$ cat config.mk
export PLATFORM = sky130hd
export DESIGN_NAME = ts_block_marker_generator_flat
export DESIGN_NICKNAME = d
export VERILOG_FILES = /design/src/design/tsbm_pkg.sv /design/src/design/tsbm_if.sv /design/src/design/ts_block_marker_generator.sv /design/src/flat_wrapper.sv
export SDC_FILE = /design/constraint.sdc
export NUM_CORES = 1
export LEC_CHECK = 0
export CORE_MARGIN = 3
export CORE_UTILIZATION = 38
export CTS_BUF_LIST = sky130_fd_sc_hd__clkbuf_16
export CTS_CLUSTER_DIAMETER = 80
export DETAILED_ROUTE_END_ITERATION = 6
export DONT_BUFFER_PORTS = 1
export HOLD_SLACK_MARGIN = 0.1
export PLACE_DENSITY_LB_ADDON = 0.12
export SYNTH_ARGS = -nofsm -noshare
export SYNTH_HDL_FRONTEND = slang
export SYNTH_SLANG_ARGS = --single-unit
$ cat constraint.sdc
create_clock -name clk -period 20.5 [get_ports clk]
set_input_delay 2.05 -clock clk [delete_from_list [all_inputs] [get_ports clk]]
set_output_delay 2.05 -clock clk [all_outputs]
set_load 0.005 [all_outputs]
$ cat src/design/tsbm_pkg.sv
// ----------------------------------------------------------------------------
// tsbm_pkg
// Types, constants and CRC-32/MPEG-2 helpers for the TS block marker generator.
// ----------------------------------------------------------------------------
`default_nettype none

package tsbm_pkg;

  localparam logic [7:0]  TS_SYNC        = 8'h47;
  localparam logic [12:0] NULL_PID       = 13'h1FFF;
  localparam logic [7:0]  SECT_TABLE_ID  = 8'hBF;
  localparam logic [7:0]  SECT_LENGTH    = 8'h14;
  localparam logic [31:0] CRC_POLY       = 32'h04C11DB7;
  localparam logic [31:0] CRC_INIT       = 32'hFFFFFFFF;
  localparam logic [7:0]  RTP_CNT_MAX    = 8'hFF;
  localparam logic [7:0]  RTP_PER_MARKER_RST = 8'd5;

  // Section is 23 bytes; 128 of its bits come from marker fields
  localparam int SECT_BITS = 184;
  localparam int VAR_BITS  = 128;

  // Fixed header bytes of the section, all variable fields zero
  localparam logic [SECT_BITS-1:0] SECT_FIXED =
    {SECT_TABLE_ID, 8'h00, SECT_LENGTH, 160'h0};

  // Marker fields as carried through the pipeline
  typedef struct packed {
    logic        forward_packet;
    logic        marker_valid;
    logic [31:0] marker_number;
    logic [15:0] marker_non_null;
    logic [15:0] marker_null;
    logic [15:0] marker_start_seq;
    logic [15:0] marker_next_seq;
    logic [31:0] marker_ssrc;
  } marker_t;

  // Place the variable fields {number, data count, null count, start, next,
  // ssrc} at their section positions; fixed bytes stay zero
  function automatic logic [SECT_BITS-1:0] sect_place(input logic [VAR_BITS-1:0] v);
    return {24'h0, v[127:64], 16'h0, v[63:48], 16'h0, v[47:0]};
  endfunction

  // Bit-serial CRC-32/MPEG-2, MSB first; used at elaboration only
  function automatic logic [31:0] crc_msg(input logic [SECT_BITS-1:0] msg,
                                          input logic [31:0] init);
    logic [31:0] c;
    logic        fb;
    c = init;
    for (int i = SECT_BITS - 1; i >= 0; i--) begin
      fb = c[31] ^ msg[i];
      c  = {c[30:0], 1'b0};
      if (fb) begin
        c = c ^ CRC_POLY;
      end
    end
    return c;
  endfunction

  // Contribution of each variable bit to the CRC (zero initial value)
  function automatic logic [VAR_BITS-1:0][31:0] crc_columns();
    logic [VAR_BITS-1:0][31:0] cols;
    for (int i = 0; i < VAR_BITS; i++) begin
      cols[i] = crc_msg(sect_place(VAR_BITS'(1) << i), 32'h0);
    end
    return cols;
  endfunction

  localparam logic [VAR_BITS-1:0][31:0] CRC_COLS = crc_columns();
  localparam logic [31:0] CRC_BASE = crc_msg(SECT_FIXED, CRC_INIT);

endpackage

`default_nettype wire

$ cat src/design/tsbm_if.sv
// ----------------------------------------------------------------------------
// tsbm interfaces
// Valid/ready channels of the TS block marker generator: packet header input,
// marker result output and configuration write.
// ----------------------------------------------------------------------------
`default_nettype none

interface tsbm_in_if;
  logic        valid;
  logic        ready;
  logic        ts_present;
  logic [7:0]  ts_sync_byte;
  logic [12:0] ts_pid;
  logic        first_in_rtp;
  logic        last_in_rtp;
  logic [15:0] rtp_seq;
  logic [31:0] stream_ssrc;

  modport source (output valid, ts_present, ts_sync_byte, ts_pid, first_in_rtp,
                  last_in_rtp, rtp_seq, stream_ssrc, input ready);
  modport sink   (input valid, ts_present, ts_sync_byte, ts_pid, first_in_rtp,
                  last_in_rtp, rtp_seq, stream_ssrc, output ready);
endinterface

interface tsbm_out_if;
  logic        valid;
  logic        ready;
  logic        forward_packet;
  logic        marker_valid;
  logic [31:0] marker_number;
  logic [15:0] marker_non_null;
  logic [15:0] marker_null;
  logic [15:0] marker_start_seq;
  logic [15:0] marker_next_seq;
  logic [31:0] marker_ssrc;
  logic [31:0] marker_crc;

  modport source (output valid, forward_packet, marker_valid, marker_number,
                  marker_non_null, marker_null, marker_start_seq, marker_next_seq,
                  marker_ssrc, marker_crc, input ready);
  modport sink   (input valid, forward_packet, marker_valid, marker_number,
                  marker_non_null, marker_null, marker_start_seq, marker_next_seq,
                  marker_ssrc, marker_crc, output ready);
endinterface

interface tsbm_cfg_if;
  logic       valid;
  logic       ready;
  logic [7:0] rtp_per_marker;

  modport source (output valid, rtp_per_marker, input ready);
  modport sink   (input valid, rtp_per_marker, output ready);
endinterface

`default_nettype wire

$ cat src/design/ts_block_marker_generator.sv
// ----------------------------------------------------------------------------
// ts_block_marker_generator
// Counts TS packets per block of RTP packets and emits marker fields with
// the CRC-32/MPEG-2 of the marker's private section.
// ----------------------------------------------------------------------------
// Usage:
//   ts_in  : one TS packet header per beat, tagged with RTP sequence and SSRC.
//   mk_out : exactly one result beat per input beat, in order. forward_packet
//            tells whether the TS packet passes; marker_* fields are nonzero
//            only on the beat after which a marker packet is inserted.
//   cfg    : write of rtp_per_marker, always ready; write only while idle.
// Two registers lie between input beat and result beat: the first register
// holds the updated counts and marker fields, the second holds them with
// the CRC, which is one XOR tree over the 128 variable section bits.
// Throughput is one beat per cycle when mk_out is ready.
// When mk_out stalls, both pipeline registers fill and ts_in.ready drops;
// nothing is lost or repeated, and the pipeline refills at full rate.
// Reset clears the counters, sets the marker number to 1 and
// rtp_per_marker to 5, and empties the pipeline.
// ----------------------------------------------------------------------------
`default_nettype none

module ts_block_marker_generator (
  input  wire logic   clk,
  input  wire logic   rst,
  tsbm_in_if.sink     ts_in,
  tsbm_out_if.source  mk_out,
  tsbm_cfg_if.sink    cfg
);

  // Configuration and block state
  logic [7:0]  rtp_per_marker;
  logic [31:0] marker_count;
  logic [7:0]  rtp_in_block;
  logic [15:0] block_start_seq;
  logic [15:0] block_next_seq;
  logic [15:0] data_pkt_count;
  logic [15:0] null_pkt_count;

  logic [31:0] marker_count_next;
  logic [7:0]  rtp_in_block_next;
  logic [15:0] block_start_seq_next;
  logic [15:0] block_next_seq_next;
  logic [15:0] data_pkt_count_next;
  logic [15:0] null_pkt_count_next;

  // Pipeline registers
  logic                 s1_valid;
  tsbm_pkg::marker_t    s1;
  tsbm_pkg::marker_t    s1_next;
  logic                 out_valid;
  tsbm_pkg::marker_t    out_reg;
  logic [31:0]          out_crc;

  logic        in_accept;
  logic        out_load;
  logic        s1_free;
  logic        fwd;
  logic        fire;
  logic [7:0]  rtp_inc;
  logic [15:0] start_sel;
  logic [15:0] nn_upd;
  logic [15:0] nl_upd;
  logic [15:0] seq_plus;
  logic [tsbm_pkg::VAR_BITS-1:0] crc_bits;
  logic [31:0] crc_val;

  // Handshake
  assign out_load    = s1_valid && (!out_valid || mk_out.ready);
  assign s1_free     = !s1_valid || out_load;
  assign ts_in.ready = s1_free;
  assign in_accept   = ts_in.valid && s1_free;
  assign cfg.ready   = 1'b1;

  // Configuration register
  always_ff @(posedge clk) begin
    if (rst) begin
      rtp_per_marker <= tsbm_pkg::RTP_PER_MARKER_RST;
    end else if (cfg.valid) begin
      rtp_per_marker <= cfg.rtp_per_marker;
    end
  end

  // Next block state and marker fields for the beat on ts_in
  always_comb begin
    fwd       = ts_in.ts_present && (ts_in.ts_sync_byte == tsbm_pkg::TS_SYNC);
    start_sel = (ts_in.first_in_rtp && (rtp_in_block == 8'd0)) ? ts_in.rtp_seq
                                                                : block_start_seq;
    nn_upd    = data_pkt_count;
    nl_upd    = null_pkt_count;
    if (fwd) begin
      if (ts_in.ts_pid == tsbm_pkg::NULL_PID) begin
        nl_upd = null_pkt_count + 16'd1;
      end else begin
        nn_upd = data_pkt_count + 16'd1;
      end
    end
    rtp_inc  = (rtp_in_block == tsbm_pkg::RTP_CNT_MAX) ? rtp_in_block
                                                        : rtp_in_block + 8'd1;
    seq_plus = ts_in.rtp_seq + 16'd1;
    fire     = ts_in.last_in_rtp && (rtp_inc >= rtp_per_marker);

    marker_count_next    = marker_count;
    rtp_in_block_next    = rtp_in_block;
    block_start_seq_next = start_sel;
    block_next_seq_next  = block_next_seq;
    data_pkt_count_next  = nn_upd;
    null_pkt_count_next  = nl_upd;

    s1_next                = '0;
    s1_next.forward_packet = fwd;

    if (ts_in.last_in_rtp) begin
      rtp_in_block_next   = rtp_inc;
      block_next_seq_next = seq_plus;
      if (fire) begin
        s1_next.marker_valid     = 1'b1;
        s1_next.marker_number    = marker_count;
        s1_next.marker_non_null  = nn_upd;
        s1_next.marker_null      = nl_upd;
        s1_next.marker_start_seq = start_sel;
        s1_next.marker_next_seq  = seq_plus;
        s1_next.marker_ssrc      = ts_in.stream_ssrc;
        marker_count_next        = marker_count + 32'd1;
        rtp_in_block_next        = 8'd0;
        data_pkt_count_next      = 16'd0;
        null_pkt_count_next      = 16'd0;
        block_start_seq_next     = seq_plus;
      end
    end
  end

  // Advance block state on each accepted beat
  always_ff @(posedge clk) begin
    if (rst) begin
      marker_count    <= 32'd1;
      rtp_in_block    <= 8'd0;
      block_start_seq <= 16'd0;
      block_next_seq  <= 16'd0;
      data_pkt_count  <= 16'd0;
      null_pkt_count  <= 16'd0;
    end else if (in_accept) begin
      marker_count    <= marker_count_next;
      rtp_in_block    <= rtp_in_block_next;
      block_start_seq <= block_start_seq_next;
      block_next_seq  <= block_next_seq_next;
      data_pkt_count  <= data_pkt_count_next;
      null_pkt_count  <= null_pkt_count_next;
    end
  end

  // First pipeline register: valid flag
  always_ff @(posedge clk) begin
    if (rst) begin
      s1_valid <= 1'b0;
    end else if (s1_free) begin
      s1_valid <= ts_in.valid;
    end
  end

  // First pipeline register: payload
  always_ff @(posedge clk) begin
    if (in_accept) begin
      s1 <= s1_next;
    end
  end

  // CRC as a constant plus one column per set variable bit
  always_comb begin
    crc_bits = {s1.marker_number, s1.marker_non_null, s1.marker_null,
                s1.marker_start_seq, s1.marker_next_seq, s1.marker_ssrc};
    crc_val  = tsbm_pkg::CRC_BASE;
    for (int i = 0; i < tsbm_pkg::VAR_BITS; i++) begin
      if (crc_bits[i]) begin
        crc_val = crc_val ^ tsbm_pkg::CRC_COLS[i];
      end
    end
  end

  // Result register: valid flag
  always_ff @(posedge clk) begin
    if (rst) begin
      out_valid <= 1'b0;
    end else if (out_load) begin
      out_valid <= 1'b1;
    end else if (mk_out.ready) begin
      out_valid <= 1'b0;
    end
  end

  // Result register: payload
  always_ff @(posedge clk) begin
    if (out_load) begin
      out_reg <= s1;
      out_crc <= s1.marker_valid ? crc_val : 32'd0;
    end
  end

  assign mk_out.valid            = out_valid;
  assign mk_out.forward_packet   = out_reg.forward_packet;
  assign mk_out.marker_valid     = out_reg.marker_valid;
  assign mk_out.marker_number    = out_reg.marker_number;
  assign mk_out.marker_non_null  = out_reg.marker_non_null;
  assign mk_out.marker_null      = out_reg.marker_null;
  assign mk_out.marker_start_seq = out_reg.marker_start_seq;
  assign mk_out.marker_next_seq  = out_reg.marker_next_seq;
  assign mk_out.marker_ssrc      = out_reg.marker_ssrc;
  assign mk_out.marker_crc       = out_crc;

  // Reset leaves the block at its start values
  a_reset_state: assert property (@(posedge clk)
    rst |=> (marker_count == 32'd1) && (rtp_in_block == 8'd0) && !s1_valid && !out_valid)
    else $error("block state not cleared by reset");

  // A marker advances the marker number by one and restarts the block
  a_marker_restart: assert property (@(posedge clk) disable iff (rst)
    (in_accept && fire) |=>
      (marker_count == $past(marker_count) + 32'd1) && (rtp_in_block == 8'd0)
      && (data_pkt_count == 16'd0) && (null_pkt_count == 16'd0))
    else $error("marker did not restart the block");

  // A held first-stage beat is never dropped
  a_s1_hold: assert property (@(posedge clk) disable iff (rst)
    (s1_valid && !out_load) |=> s1_valid && $stable(s1))
    else $error("first-stage beat lost while stalled");

  // Without a marker, the CRC, marker number and SSRC of a result are zero
  a_no_marker_zero: assert property (@(posedge clk) disable iff (rst)
    (out_valid && !out_reg.marker_valid) |->
      (out_crc == 32'd0) && (out_reg.marker_number == 32'd0)
      && (out_reg.marker_ssrc == 32'd0))
    else $error("marker fields set without a marker");

  // Only the end of an RTP packet moves the RTP count
  a_marker_no_empty_pass: assert property (@(posedge clk) disable iff (rst)
    (in_accept && !ts_in.last_in_rtp) |=> (rtp_in_block == $past(rtp_in_block)))
    else $error("RTP count changed without an RTP packet end");

endmodule

`default_nettype wire

$ cat src/flat_wrapper.sv
// flat-port wrapper written by rule: the top's interface ports become plain ports
module ts_block_marker_generator_flat 
  (clk, rst, ts_in_valid, ts_in_ts_present, ts_in_ts_sync_byte, ts_in_ts_pid, ts_in_first_in_rtp, ts_in_last_in_rtp, ts_in_rtp_seq, ts_in_stream_ssrc, ts_in_ready, mk_out_valid, mk_out_forward_packet, mk_out_marker_valid, mk_out_marker_number, mk_out_marker_non_null, mk_out_marker_null, mk_out_marker_start_seq, mk_out_marker_next_seq, mk_out_marker_ssrc, mk_out_marker_crc, mk_out_ready, cfg_valid, cfg_rtp_per_marker, cfg_ready);
  tsbm_in_if ts_in_i ();
  tsbm_out_if mk_out_i ();
  tsbm_cfg_if cfg_i ();
  input  wire logic clk;
  input  wire logic rst;
  input wire logic [$bits(ts_in_i.valid)-1:0] ts_in_valid;
  input wire logic [$bits(ts_in_i.ts_present)-1:0] ts_in_ts_present;
  input wire logic [$bits(ts_in_i.ts_sync_byte)-1:0] ts_in_ts_sync_byte;
  input wire logic [$bits(ts_in_i.ts_pid)-1:0] ts_in_ts_pid;
  input wire logic [$bits(ts_in_i.first_in_rtp)-1:0] ts_in_first_in_rtp;
  input wire logic [$bits(ts_in_i.last_in_rtp)-1:0] ts_in_last_in_rtp;
  input wire logic [$bits(ts_in_i.rtp_seq)-1:0] ts_in_rtp_seq;
  input wire logic [$bits(ts_in_i.stream_ssrc)-1:0] ts_in_stream_ssrc;
  output wire logic [$bits(ts_in_i.ready)-1:0] ts_in_ready;
  output wire logic [$bits(mk_out_i.valid)-1:0] mk_out_valid;
  output wire logic [$bits(mk_out_i.forward_packet)-1:0] mk_out_forward_packet;
  output wire logic [$bits(mk_out_i.marker_valid)-1:0] mk_out_marker_valid;
  output wire logic [$bits(mk_out_i.marker_number)-1:0] mk_out_marker_number;
  output wire logic [$bits(mk_out_i.marker_non_null)-1:0] mk_out_marker_non_null;
  output wire logic [$bits(mk_out_i.marker_null)-1:0] mk_out_marker_null;
  output wire logic [$bits(mk_out_i.marker_start_seq)-1:0] mk_out_marker_start_seq;
  output wire logic [$bits(mk_out_i.marker_next_seq)-1:0] mk_out_marker_next_seq;
  output wire logic [$bits(mk_out_i.marker_ssrc)-1:0] mk_out_marker_ssrc;
  output wire logic [$bits(mk_out_i.marker_crc)-1:0] mk_out_marker_crc;
  input wire logic [$bits(mk_out_i.ready)-1:0] mk_out_ready;
  input wire logic [$bits(cfg_i.valid)-1:0] cfg_valid;
  input wire logic [$bits(cfg_i.rtp_per_marker)-1:0] cfg_rtp_per_marker;
  output wire logic [$bits(cfg_i.ready)-1:0] cfg_ready;
  assign ts_in_i.valid = ts_in_valid;
  assign ts_in_i.ts_present = ts_in_ts_present;
  assign ts_in_i.ts_sync_byte = ts_in_ts_sync_byte;
  assign ts_in_i.ts_pid = ts_in_ts_pid;
  assign ts_in_i.first_in_rtp = ts_in_first_in_rtp;
  assign ts_in_i.last_in_rtp = ts_in_last_in_rtp;
  assign ts_in_i.rtp_seq = ts_in_rtp_seq;
  assign ts_in_i.stream_ssrc = ts_in_stream_ssrc;
  assign ts_in_ready = ts_in_i.ready;
  assign mk_out_valid = mk_out_i.valid;
  assign mk_out_forward_packet = mk_out_i.forward_packet;
  assign mk_out_marker_valid = mk_out_i.marker_valid;
  assign mk_out_marker_number = mk_out_i.marker_number;
  assign mk_out_marker_non_null = mk_out_i.marker_non_null;
  assign mk_out_marker_null = mk_out_i.marker_null;
  assign mk_out_marker_start_seq = mk_out_i.marker_start_seq;
  assign mk_out_marker_next_seq = mk_out_i.marker_next_seq;
  assign mk_out_marker_ssrc = mk_out_i.marker_ssrc;
  assign mk_out_marker_crc = mk_out_i.marker_crc;
  assign mk_out_i.ready = mk_out_ready;
  assign cfg_i.valid = cfg_valid;
  assign cfg_i.rtp_per_marker = cfg_rtp_per_marker;
  assign cfg_ready = cfg_i.ready;
  ts_block_marker_generator u_core (.clk(clk), .rst(rst), .ts_in(ts_in_i), .mk_out(mk_out_i), .cfg(cfg_i));
endmodule
# Word level (Yosys, flattened, before mapping)
# Index checks and enable logic that the tools add are counted.
[word_totals]
regBits = 390
input_bits = 85
out_inout_bits = 165
wordCells = 319
[classes]
addsub = 5
n_lt_le_gt_ge = 1
eq_ne = 3
muxes = 144
bitwise = 127
reduce_logical = 14
[op_table]
columns = ["operator", "n"]
rows = [
  ["32-bit two-way mux", 58],
  ["31-bit two-way mux", 29],
  ["30-bit two-way mux", 15],
  ["29-bit two-way mux", 12],
  ["15-bit inverter", 22],
  ["13-bit inverter", 23],
  ["16-bit inverter", 16],
  ["14-bit inverter", 14],
  ["16-bit two-way mux", 11],
  ["17-bit inverter", 10],
  ["28-bit two-way mux", 6],
  ["12-bit inverter", 13],
  ["27-bit two-way mux", 5],
  ["129-bit two-way mux", 1],
  ["18-bit inverter", 7],
  ["19-bit inverter", 5],
  ["22-bit inverter", 4],
  ["20-bit inverter", 4],
  ["13-bit inverter with 14-bit output", 4],
  ["26-bit two-way mux", 2],
  ["16-bit by 1-bit adder with 16-bit output (second input constant)", 3],
  ["32-bit by 1-bit adder with 32-bit output (second input constant)", 1],
  ["25-bit two-way mux", 1],
  ["23-bit inverter", 1],
  ["17 further kinds", 27],
]

# Logic depth before layout (Yosys ltp)
# Gate-level depths: netlist of the first run.
[depth]
depth_word = 255
mapped_depth = 16
ltp_nobuf = 14

# Worst setup path before layout of the first run
# No wires, ideal clock.
[synth_timing]
path_type = "input-to-reg"
startpoint = "input port mk_out_ready"
endpoint = "register u_core.out_reg (netlist bit u_core.mk_out.forward_packet) (enable)"
setup_ps = 706
t_arrival_ps = 9284
t_required_ps = 19794
slack_ps = 10510
path_stages = 2
n_path_buf = 0
path_cell_list = "nor2b_1 nor2b_1"
[synth_between]
elab_chain_len = 2
[synth_rtl]
columns = ["item", "line_no", "rtl"]
rows = [
  ["from (decl)", "flat_wrapper.sv:28", "input wire logic [$bits(mk_out_i.ready)-1:0] mk_out_ready;"],
  ["1-bit logical OR", "ts_block_marker_generator.sv:69", "assign out_load = s1_valid && (!out_valid || mk_out.ready);"],
  ["1-bit logical AND", "ts_block_marker_generator.sv:69", ""],
  ["via u_core.out_load", "ts_block_marker_generator.sv:56", "logic out_load;"],
  ["to (signal assigned)", "ts_block_marker_generator.sv:194", "out_reg <= s1;"],
  ["to (decl)", "ts_block_marker_generator.sv:52", "tsbm_pkg::marker_t out_reg;"],
]
# The timed path passes the listed nets, and every way through them passes these cells.
# A chain may end at the register's enable or synchronous reset.

# Final worst setup path of the first run
[layout_timing]
startpoint = "register u_core.rtp_in_block[3]"
endpoint = "register u_core.block_start_seq[6]"
[layout_between]
elab_chain_len = 6
word_cells_on_any_way = 10
classes_between = "add/sub: 1; order compare: 1; eq/ne: 1; mux: 4; reduce/logical: 3"
[layout_rtl]
columns = ["item", "line_no", "rtl"]
rows = [
  ["from (decl)", "ts_block_marker_generator.sv:34", "logic [7:0] rtp_in_block;"],
  ["from (signal assigned)", "ts_block_marker_generator.sv:144", "rtp_in_block <= rtp_in_block_next;"],
  ["8-bit by 1-bit adder with 8-bit output / 8-bit == test (equally long branches)", "ts_block_marker_generator.sv:99, ts_block_marker_generator.sv:98", ""],
  ["8-bit two-way mux", "ts_block_marker_generator.sv:98", "rtp_inc = (rtp_in_block == tsbm_pkg::RTP_CNT_MAX) ? rtp_in_block"],
  ["8-bit greater-or-equal comparator", "ts_block_marker_generator.sv:101", "fire = ts_in.last_in_rtp && (rtp_inc >= rtp_per_marker);"],
  ["1-bit logical AND", "ts_block_marker_generator.sv:101", ""],
  ["16-bit two-way mux", "ts_block_marker_generator.sv:116", "if (fire) begin"],
  ["16-bit two-way mux *", "ts_block_marker_generator.sv:113", "if (ts_in.last_in_rtp) begin"],
  ["to (signal assigned)", "ts_block_marker_generator.sv:145", "block_start_seq <= block_start_seq_next;"],
  ["to (decl)", "ts_block_marker_generator.sv:35", "logic [15:0] block_start_seq;"],
]
# Mark *: on every way between the ends. The rest lies on a longest branch, timed or not.

==> results of run 1 <==
-- cell families after synthesis --
kind of cell | count (synthesis)
AOI/OAI and AO/OA | 173
xor gates and xnor gates | 1002
adders and majority gates | 14
buffers and inverters | 181
DFF | 390
muxes | 17
other | 1
and+or+nand+nor | 487
-- cell usage after synthesis (all sizes together) (2+ instances only) --
cell type | n | area [um^2]
a21o | 13 | 97.6
a21oi | 76 | 380
a221oi | 3 | 26.3
a22oi | 5 | 37.5
a2bb2oi | 2 | 17.5
a32oi | 3 | 26.3
and2 | 22 | 138
and3 | 66 | 413
and4 | 5 | 43.8
buf | 70 | 348
clkbuf | 79 | 299
clkinv | 2 | 7.51
dfxtp | 98 | 1960
edfxtp | 292 | 8770
ha | 14 | 175
inv | 30 | 113
mux2i | 17 | 170
nand2 | 100 | 375
nand2b | 4 | 25.0
nand3 | 26 | 145
nand4 | 22 | 138
nand4b | 2 | 17.5
nor2 | 162 | 616
nor2b | 4 | 25.0
nor3 | 16 | 91.3
nor3b | 5 | 37.5
nor4 | 19 | 134
o211ai | 2 | 15.0
o21a | 2 | 15.0
o21ai | 51 | 255
o22ai | 3 | 18.8
o31ai | 7 | 52.6
o32ai | 2 | 17.5
or2 | 4 | 25.0
or3 | 26 | 163
or4 | 2 | 15.0
xnor2 | 804 | 7070
xnor3 | 10 | 225
xor2 | 187 | 1660
-- routing by layer --
metal | up-vias | share of wire
li1 | 7343 | -
met1 | 8112 | 0.42
met2 | 609 | 0.47
met3 | 185 | 0.058
met4 | 0 | 0.050
met5 | - | 0
-- stage by stage --
step / worst slack [ns] / hold slack (ns) / util / total power [mW]
3_3_place_gp: 15.44 / 0.437 / 0.399 / 2.13
2_1_floorplan: 10.51 / 0.400 / - / 1.80
3_5_place_dp: 15.48 / 0.443 / 0.399 / 2.13
4_1_cts: 15.71 / 0.451 / 0.423 / 2.97
6_report: 15.73 / 0.453 / 0.423 / 2.95
5_1_grt: 15.29 / 0.480 / 0.423 / 3.06
-- sequential cells by signal, indices dropped and copies added, names as in the netlist, 32 cells and up --
signal and count:
u_core.crc_bits 128, u_core.marker_count 32, u_core.mk_out.marker_crc 32, u_core.mk_out.marker_number 32
u_core.mk_out.marker_ssrc 32
-- worst paths after layout --
path	from	to
setup / recovery	u_core.rtp_in_block[3]$_SDFFE_PP0P_	u_core.block_start_seq[6]$_SDFFE_PP0P_
hold / removal	u_core.block_start_seq[13]$_SDFFE_PP0P_	u_core.block_start_seq[13]$_SDFFE_PP0P_
setup reg to reg	u_core.rtp_in_block[3]$_SDFFE_PP0P_	u_core.block_start_seq[6]$_SDFFE_PP0P_
hold reg to reg	u_core.block_start_seq[13]$_SDFFE_PP0P_	u_core.block_start_seq[13]$_SDFFE_PP0P_
-- final cells by class --
class,count,share of cell area
flip-flops and latches,390,0.406
repair buffers,29,0.00825
well taps,837,0.0397
multi-input cells,1694,0.483
inverters,32,0.00474
clock inverters,35,0.0159
clock buffers,44,0.0417
-- worst max-delay path, delay by kind of cell (launching register included) --
family	cells	cell delay, ns
AOI/OAI and AO/OA	5	0.97
xor gates and xnor gates	1	0.22
adders and majority gates	1	0.29
buffers and inverters	2	1.09
DFF	1	0.43
and+or+nand+nor	6	1.63
-- power by group --
group	switching, mW	internal (mW)	total [mW]	leakage (nW)
Combinational	0.620	0.514	1.13	4.24
Sequential	0.0697	0.916	0.985	3.66
Clock	0.340	0.486	0.826	0.730
==> qor.yml, run 1 <==
final_area_um2: 26400
min_period_ns: 4.77
critical_path.slowest_cell: "clkinv_1"
drv_cap: 0
antenna_found_initial: 0
dpl.hpwl_um: 73100
vias_per_cell: 5.31
cts_setup_buffers: 0
die-width_um: 259
cts_sinks: 390
core_area_um2: 62400
synth_top_family_by_area: "XOR/XNOR gates"
htreeDepth: 2
peakVddDrop_mv: 0.0729
grt_max_degree: 88
drive_gt1_frac: 0.0549
p_per_area_nw_per_um2: 112
worst-setup-path-type: "flip-flop to flip-flop"
ys_types: 58
dp.cells: 2982
fin_nets: 2290
start_util: 0.389
clock_path_buffers: 3
mappedNetlistArea_um2: 24200
die_area_um2: 66900
ff_latch_area_um2: 10700
synth_edf_count: 292
start_kind: "flip-flop"
fin_setup_tns_ns: 0
cts_tree: "yes"
hold_class: "flip-flop to flip-flop"
synth_compound_area_frac: 0.0410
syn-instance-count: 2265
numPortBuffers: 0
cts_buffers: 44
antenna_cells: 0
synth_nets: 2364
busiest_layer: "met2"
firstDrtPassIters: 7
slew_violations: 0
skew_ns: 0.0208
cp.arrival_ns: 5.27
synthAdderAreaFrac: 0.00723
yosysWarningCount: 0
worstPathRequired_ns: 21.00
synth-simple-area-share: 0.0999
gr-total-overflow: 0
fmax_ghz: 0.209
fin_cells: 3061
gp_congestion: 1.03
grt_first_pass_wirelength_um: 129000
nFillCells: 6048
cp_slowest_stage_delay_ns: 0.77
finalHoldViolCount: 0
cts_hold_buf: 0
synthMuxAreaShare: 0.00702
cts_root_buf: "clkbuf_16"
multi_input_area_um2: 12800
tightest_slew_ns: 1.29
r2r_slack_ns: 15.73
relSlewSlack: 0.136
cp_cell_sequence: "nand3_1 -> nor2_1 -> nand4_1 -> xnor2_1 -> ha_1 -> nand2b_1 -> a21o_1 -> a21o_1 -> a41o_2 -> buf_4 -> nand2_4 -> clkinv_1 -> nor2_1 -> a221oi_1 -> o21ai_0"
ys_seq_area_frac: 0.443
mostFrequentLayoutCell: "xnor2_1"
fin_crit_sh: 0.233
outcome: "completed"
fp-row-count: 91
pin_count: 250
drt-initial-drc-count: 1447
dieHeight_um: 259
ys_ff_latch: 390
grt_use_total: 0.278
vias: 16249
clk_latency_ns: 0.60
cts_resized: 0
synth_xor_area_frac: 0.370
rsz0062_at_grt: "no"
synth-async-reset-ratio: 0
path_clk_slew_ns: 0.06
worst_r2r_path_depth: 15
power_leakage_nw: 8.64
gr-usage-met1: 0.362
placed_cell_area_um2: 24900
endpoint_kind: "flip-flop"
post_drt_wl_per_cell_um: 30.8
met2_usage: 0.456
totalWireLength_um: 94200
syn_area_per_cell_um2: 10.7
area_growth_pct: 8.91
final_cell_mix: "xnor2_1, edfxtp_1, xor2_1"
grt_pass1_vias: 16022
grtUsageMet3: 0.0463
crit_fanout: 63
worstHoldPathCells: 2
synth_ff_type: "edfxtp_1"
setup_viol: 0
drcViolationCount: 0
ant_nets: 0
Note: power is estimated with default switching activity, not from simulation.
==> run 2, diff against run 1 <==
==> constraint.sdc (replaced) <==
create_clock -name clk -period 4.75 [get_ports clk]
set_input_delay 0.475 -clock clk [delete_from_list [all_inputs] [get_ports clk]]
set_output_delay 0.475 -clock clk [all_outputs]
set_load 0.005 [all_outputs]
==> run 2 against run 1 <==
  * Flip-flop and latch count is the same
  * Critical path type unchanged
  * Critical path depth shrank 1
  * Register-to-register slack lost 15 ns
  * Largest cell class unchanged
  * Sequential share of layout area is 0.63 points lower
==> qor.yml, run 2 (same netlist as run 1, synthesis figures left out) <==
vias: 16381  # +0.81%
vias_per_cell: 5.27  # -0.81%
totalWireLength_um: 93400  # -0.88%
fmax_ghz: 0.232  # +11%
outcome: "completed"
crit_family: "simple AND/OR/NAND/NOR gates"
cp_num_buf_inv: 1  # -1
cts_tree: "yes"
clk_latency_ns: 0.59  # about the same
peakVddDrop_mv: 0.235  # +220%
clock_path_buffers: 3  # unchanged
ant_nets: 0  # unchanged
crit_fanout: 62  # -1.6%
finalHoldViolCount: 0  # unchanged
grt_use_total: 0.276  # -0.00166
worst-setup-path-type: "flip-flop to flip-flop"
largest_reg_flops: 128  # unchanged
drcViolationCount: 0  # unchanged
fin_crit_sh: 0.908  # +0.675
cp_slowest_stage_delay_ns: 0.53  # -0.24 ns
endpoint_kind: "flip-flop"
firstDrtPassIters: 5  # -2
r2r_slack_ns: 0.44  # -15.29 ns
power_leakage_nw: 8.83  # +2.3%
start_kind: "flip-flop"
worstPathRequired_ns: 5.26  # -15.74 ns
drive_gt1_frac: 0.0502  # -0.00470
dieHeight_um: 259  # unchanged
post_drt_wl_per_cell_um: 30.0  # -2.5%
final_area_um2: 26800  # +1.6%
busiest_layer: "met2"
fin_setup_tns_ns: 0  # unchanged
hold_class: "input port to flip-flop"
placed_cell_area_um2: 24900  # +0.12%
numPortBuffers: 0  # unchanged
gr-usage-met1: 0.363  # +0.000927
tightest_slew_ns: 1.10  # -0.184 ns
met2_usage: 0.447  # -0.00906
start_util: 0.389  # unchanged
core_area_um2: 62400  # unchanged
relSlewSlack: 0.265  # +0.129
die_area_um2: 66900  # unchanged
gr-total-overflow: 0  # unchanged
cts_root_buf: "clkbuf_16"
cts_buffers: 44  # unchanged
nFillCells: 6073  # +0.41%
fp-row-count: 91  # unchanged
critical_path.slowest_cell: "buf_4"
min_period_ns: 4.31  # -0.462 ns
antenna_found_initial: 0  # unchanged
die-width_um: 259  # unchanged
mostFrequentLayoutCell: "xnor2_1"
fin_nets: 2337  # +2.1%
cts_sinks: 390  # unchanged
grt_first_pass_wirelength_um: 129000  # +0.27%
grt_pass1_vias: 16367  # +2.2%
area_growth_pct: 10.6
final_cell_mix: "xnor2_1, edfxtp_1, xor2_1"
slew_violations: 0  # unchanged
p_per_area_nw_per_um2: 465  # +320%
grtUsageMet3: 0.0499  # +0.00362
dpl.hpwl_um: 71800  # -1.7%
skew_ns: 0.0188  # -0.00202 ns
pin_count: 250  # unchanged
gp_congestion: 1.01  # -2.1%
grt_max_degree: 101  # +15%
cp_cell_sequence: "nand3_1 -> nor2_1 -> nand4_1 -> nand4_1 -> xnor2_1 -> ha_1 -> a21oi_1 -> o21ai_0 -> a41o_2 -> buf_4 -> nand4b_1 -> or2_2 -> or3_1 -> a21oi_1"
drv_cap: 0  # unchanged
htreeDepth: 2  # unchanged
setup_viol: 0  # unchanged
total_power_mw: 12.5  # +320%
drt-initial-drc-count: 1485  # +2.6%
cp.arrival_ns: 4.82  # -0.45 ns
path_clk_slew_ns: 0.06  # about the same
rsz0062_at_grt: "no"
[run 2: changes by cell type in the layout (fill, tap and decap cells not counted), moves of 2 or more]
cell           change
clkinvlp_4         -3
buf_12             +3
bufinv_16          -4
inv_1              +9
dlygate4sd3_1     +46
buf_4              -3
clkinv_1           +2
[run 2: layer usage]
layer,vias to the layer above,part of all wire
met5,-,0
met4,0,0.049
met3,211,0.065
met2,656,0.46
met1,8072,0.42
li1,7442,-
[run 2: through the flow]
step                      std cells  hold WS, ns   util  setup WS (ns)
final                          3111        0.123  0.430          0.437
after detailed placement       2981        0.406  0.399          0.417
after CTS                      3109        0.101  0.430          0.367
after global routing           3110        0.108  0.430         0.0174
after floorplan                2265        0.400      -           1.36
after global placement         2981        0.404  0.399          0.526
[run 2: final timing paths]
check,from,depth (start not counted),end
max,u_core.rtp_in_block[3]$_SDFFE_PP0P_,14,u_core.marker_count[12]$_SDFFE_PP0P_
min,ts_in_rtp_seq[4],2,u_core.block_start_seq[4]$_SDFFE_PP0P_
max reg2reg,u_core.rtp_in_block[3]$_SDFFE_PP0P_,14,u_core.marker_count[12]$_SDFFE_PP0P_
min reg2reg,u_core.s1[129]$_DFFE_PP_,0,u_core.mk_out.forward_packet$_DFFE_PP_
[run 2: worst register-to-register path, stage by stage (launching register included)]
cell      delay (ns)
dfxtp_1         0.42
nand3_1         0.12
nor2_1          0.21
nand4_1         0.32
nand4_1         0.22
xnor2_1         0.11
ha_1            0.33
a21oi_1         0.07
o21ai_0         0.21
a41o_2          0.18
buf_4           0.53
nand4b_1        0.51
or2_2           0.53
or3_1           0.32
a21oi_1         0.15
[run 2: final cells by class]
cell class              instances  area (um^2)  share of cell area
multi-input cells            1694        12800               0.476
flip-flops and latches        390        10700               0.400
clock buffers                  44         1100              0.0411
well taps                     837         1050              0.0390
repair buffers                 76          743              0.0277
clock inverters                37          307              0.0114
inverters                      32          125             0.00467
diodes                          1         2.50           0.0000933
[run 2: report_power, final]
group          switching [mW]  internal [mW]
Sequential              0.307           3.95
Combinational            2.64           2.25
Clock                    1.44           1.87
[run 2: repair_timing]
action                                  CTS  global route
hold endpoints to repair                118             0
resized for setup                         0             0
hold buffers                             47             0
buffers inserted                          0             1
endpoints found under the setup margin    0             4
==> run 3, diff against run 2 <==
==> constraint.sdc (replaced) <==
create_clock -name clk -period 4.6 [get_ports clk]
set_input_delay 0.46 -clock clk [delete_from_list [all_inputs] [get_ports clk]]
set_output_delay 0.46 -clock clk [all_outputs]
set_load 0.005 [all_outputs]
==> run 3 against run 2 <==
  * Worst hold slack improved by 0.0023 ns
  * Critical endpoint is now u_core.null_pkt_count[0]$_SDFFE_PP0P_
  * Sequential share of layout area shrank 0.48 points
  * Setup slack better by 0.27 ns
  * Critical path type unchanged
  * Non-clock buffer count is 25 higher
  * Register-to-register slack better by 0.27 ns
==> qor.yml, run 3 (same netlist as run 1, synthesis figures left out) <==
firstDrtPassIters: 5  # unchanged
p_seq_frac: 0.334  # -0.008
total_power_mw: 13.2  # +5.6%
internal_power_mw: 8.64  # +7.0%
relSlewSlack: 0.244  # -0.0209
skew_ns: 0.0252  # +0.00642 ns
gp_congestion: 1.01  # -0.39%
drt-initial-drc-count: 1558  # +4.9%
cts_sinks: 390  # unchanged
vias_per_cell: 5.22  # -0.89%
final_cell_mix: "xnor2_1, edfxtp_1, xor2_1"
peakVddDrop_mv: 0.343  # +46%
mostFrequentLayoutCell: "xnor2_1"
area_growth_pct: 12.0
endpoint_kind: "flip-flop"
rsz0062_at_grt: "no"
cts_tree: "yes"
pwr-share-clk: 0.282  # +0.016
slew_violations: 0  # unchanged
clk_latency_ns: 0.60  # about the same
fmax_ghz: 0.257  # +11%
totalWireLength_um: 95300  # +2.0%
grt_first_pass_wirelength_um: 132000  # +1.8%
start_kind: "flip-flop"
power_frac_comb: 0.384  # -0.009
drv_cap: 0  # unchanged
worstHoldPathCells: 1  # -1
path_clk_slew_ns: 0.06  # about the same
ant_nets: 0  # unchanged
fin_crit_sh: 0.847  # -0.0613
dpl.hpwl_um: 74200  # +3.3%
grt_pass1_vias: 16387  # +0.12%
vias: 16350  # -0.19%
htreeDepth: 2  # unchanged
drive_gt1_frac: 0.0566  # +0.00647
die-width_um: 259  # unchanged
grt_use_total: 0.283  # +0.00617
tightest_slew_ns: 1.13  # +0.0232 ns
worstPathRequired_ns: 5.12  # -0.14 ns
r2r_start: "u_core.rtp_in_block[3]$_SDFFE_PP0P_"
setup_viol: 0  # unchanged
worst_r2r_path_depth: 15  # +1
fp-row-count: 91  # unchanged
antenna_found_initial: 1  # +1
outcome: "completed"
power_leakage_nw: 8.97  # +1.6%
largest_reg_flops: 128  # unchanged
worst-setup-path-type: "flip-flop to flip-flop"
gr-total-overflow: 0  # unchanged
start_util: 0.389  # unchanged
r2r_slack_ns: 0.71  # +0.27 ns
cts_buffers: 44  # unchanged
cts_root_buf: "clkbuf_16"
core_area_um2: 62400  # unchanged
die_area_um2: 66900  # unchanged
min_period_ns: 3.89  # -0.418 ns
fin_nets: 2362  # +1.1%
p_sw_frac: 0.344  # -0.00842
clock_path_buffers: 3  # unchanged
pin_count: 250  # unchanged
finalHoldViolCount: 0  # unchanged
power.net_switching_mw: 4.52  # +3.1%
numPortBuffers: 0  # unchanged
hold_path_startpoint: "ts_in_stream_ssrc[11]"
holdPathEnd: "u_core.crc_bits[11]$_SDFFCE_PN0P_"
grt_max_degree: 101  # unchanged
cp.arrival_ns: 4.42  # -0.40 ns
dieHeight_um: 259  # unchanged
hold_class: "input port to flip-flop"
post_drt_wl_per_cell_um: 30.4  # +1.3%
drcViolationCount: 0  # unchanged
fin_setup_tns_ns: 0  # unchanged
crit_fanout: 14  # -77%
p_per_area_nw_per_um2: 485  # +4.3%
r2r_end: "u_core.null_pkt_count[0]$_SDFFE_PP0P_"
antenna_cells: 0  # -1
-- run 3: worst max-delay path: stages (launching register included) --
cell	delay (ns)
dfxtp_1	0.43
nand3_1	0.14
nor2_1	0.21
nand4_1	0.33
xnor2_1	0.23
ha_1	0.30
nand2b_1	0.15
a21o_1	0.18
a21o_1	0.20
a41o_2	0.35
nand2_4	0.10
clkinv_1	0.42
buf_4	0.36
o21ai_0	0.23
a21oi_1	0.10
nor2_1	0.09
-- run 3: final cells by class --
class / instances / area [um^2]
tap: 837 / 1050
fill: 5976 / 35300
timing repair buffer: 101 / 958
clock inverter: 35 / 417
sequential: 390 / 10700
inverter: 32 / 125
multi-input combinational: 1694 / 12800
clock buffer: 44 / 1100
-- run 3: power by group through the flow --
stage	Sequential, mW	Combinational, mW	Clock, mW
3_5_place_dp	4.48	4.97	0
3_3_place_gp	4.48	5.00	0
6_report	4.40	5.05	3.71
4_1_cts	4.40	5.05	3.80
2_1_floorplan	4.25	3.78	0
5_1_grt	4.41	5.35	3.94
-- run 3: per-layer routing --
| layer | vias to the layer above | routed length (um) | track usage |
|---|---|---|---|
| li1 | 7503 | - | - |
| met1 | 8088 | 40600 | 0.371 |
| met2 | 579 | 44200 | 0.456 |
| met3 | 180 | 5510 | 0.0468 |
| met4 | 0 | 4960 | 0.131 |
| met5 | - | 0 | 0 |
-- run 3: how the worst max path moves through the flow --
| stage | start | end | slack, ns |
|---|---|---|---|
| 5_1_grt | u_core.rtp_in_block[3]$_SDFFE_PP0P_ | u_core.null_pkt_count[0]$_SDFFE_PP0P_ | 0.38 |
| 3_3_place_gp | u_core.rtp_in_block[3]$_SDFFE_PP0P_ | u_core.null_pkt_count[0]$_SDFFE_PP0P_ | 0.76 |
| 4_1_cts | u_core.rtp_in_block[3]$_SDFFE_PP0P_ | u_core.null_pkt_count[0]$_SDFFE_PP0P_ | 0.71 |
| 6_report | u_core.rtp_in_block[3]$_SDFFE_PP0P_ | u_core.null_pkt_count[0]$_SDFFE_PP0P_ | 0.71 |
| 2_1_floorplan | u_core.rtp_in_block[3]$_SDFFE_PP0P_ | u_core.crc_bits[47]$_SDFFCE_PN0P_ | 1.21 |
| 3_5_place_dp | u_core.rtp_in_block[3]$_SDFFE_PP0P_ | u_core.null_pkt_count[0]$_SDFFE_PP0P_ | 0.73 |
-- run 3: through the flow --
step | cell area [um^2] | instances | hold WS (ns) | setup WS, ns | util
4_1_cts | 27100 | 3133 | 0.100 | 0.707 | 0.435
6_report | 27100 | 3133 | 0.125 | 0.705 | 0.435
2_1_floorplan | 24300 | 2265 | 0.400 | 1.21 | -
3_5_place_dp | 25000 | 2996 | 0.406 | 0.733 | 0.401
3_3_place_gp | 25000 | 2996 | 0.402 | 0.759 | 0.401
5_1_grt | 27100 | 3133 | 0.110 | 0.382 | 0.435
-- run 3: what timing repair did --
action,in CTS,in global routing
hold endpoints to repair,135,0
buffers inserted,0,0
hold buffers,58,0
resized for setup,0,0
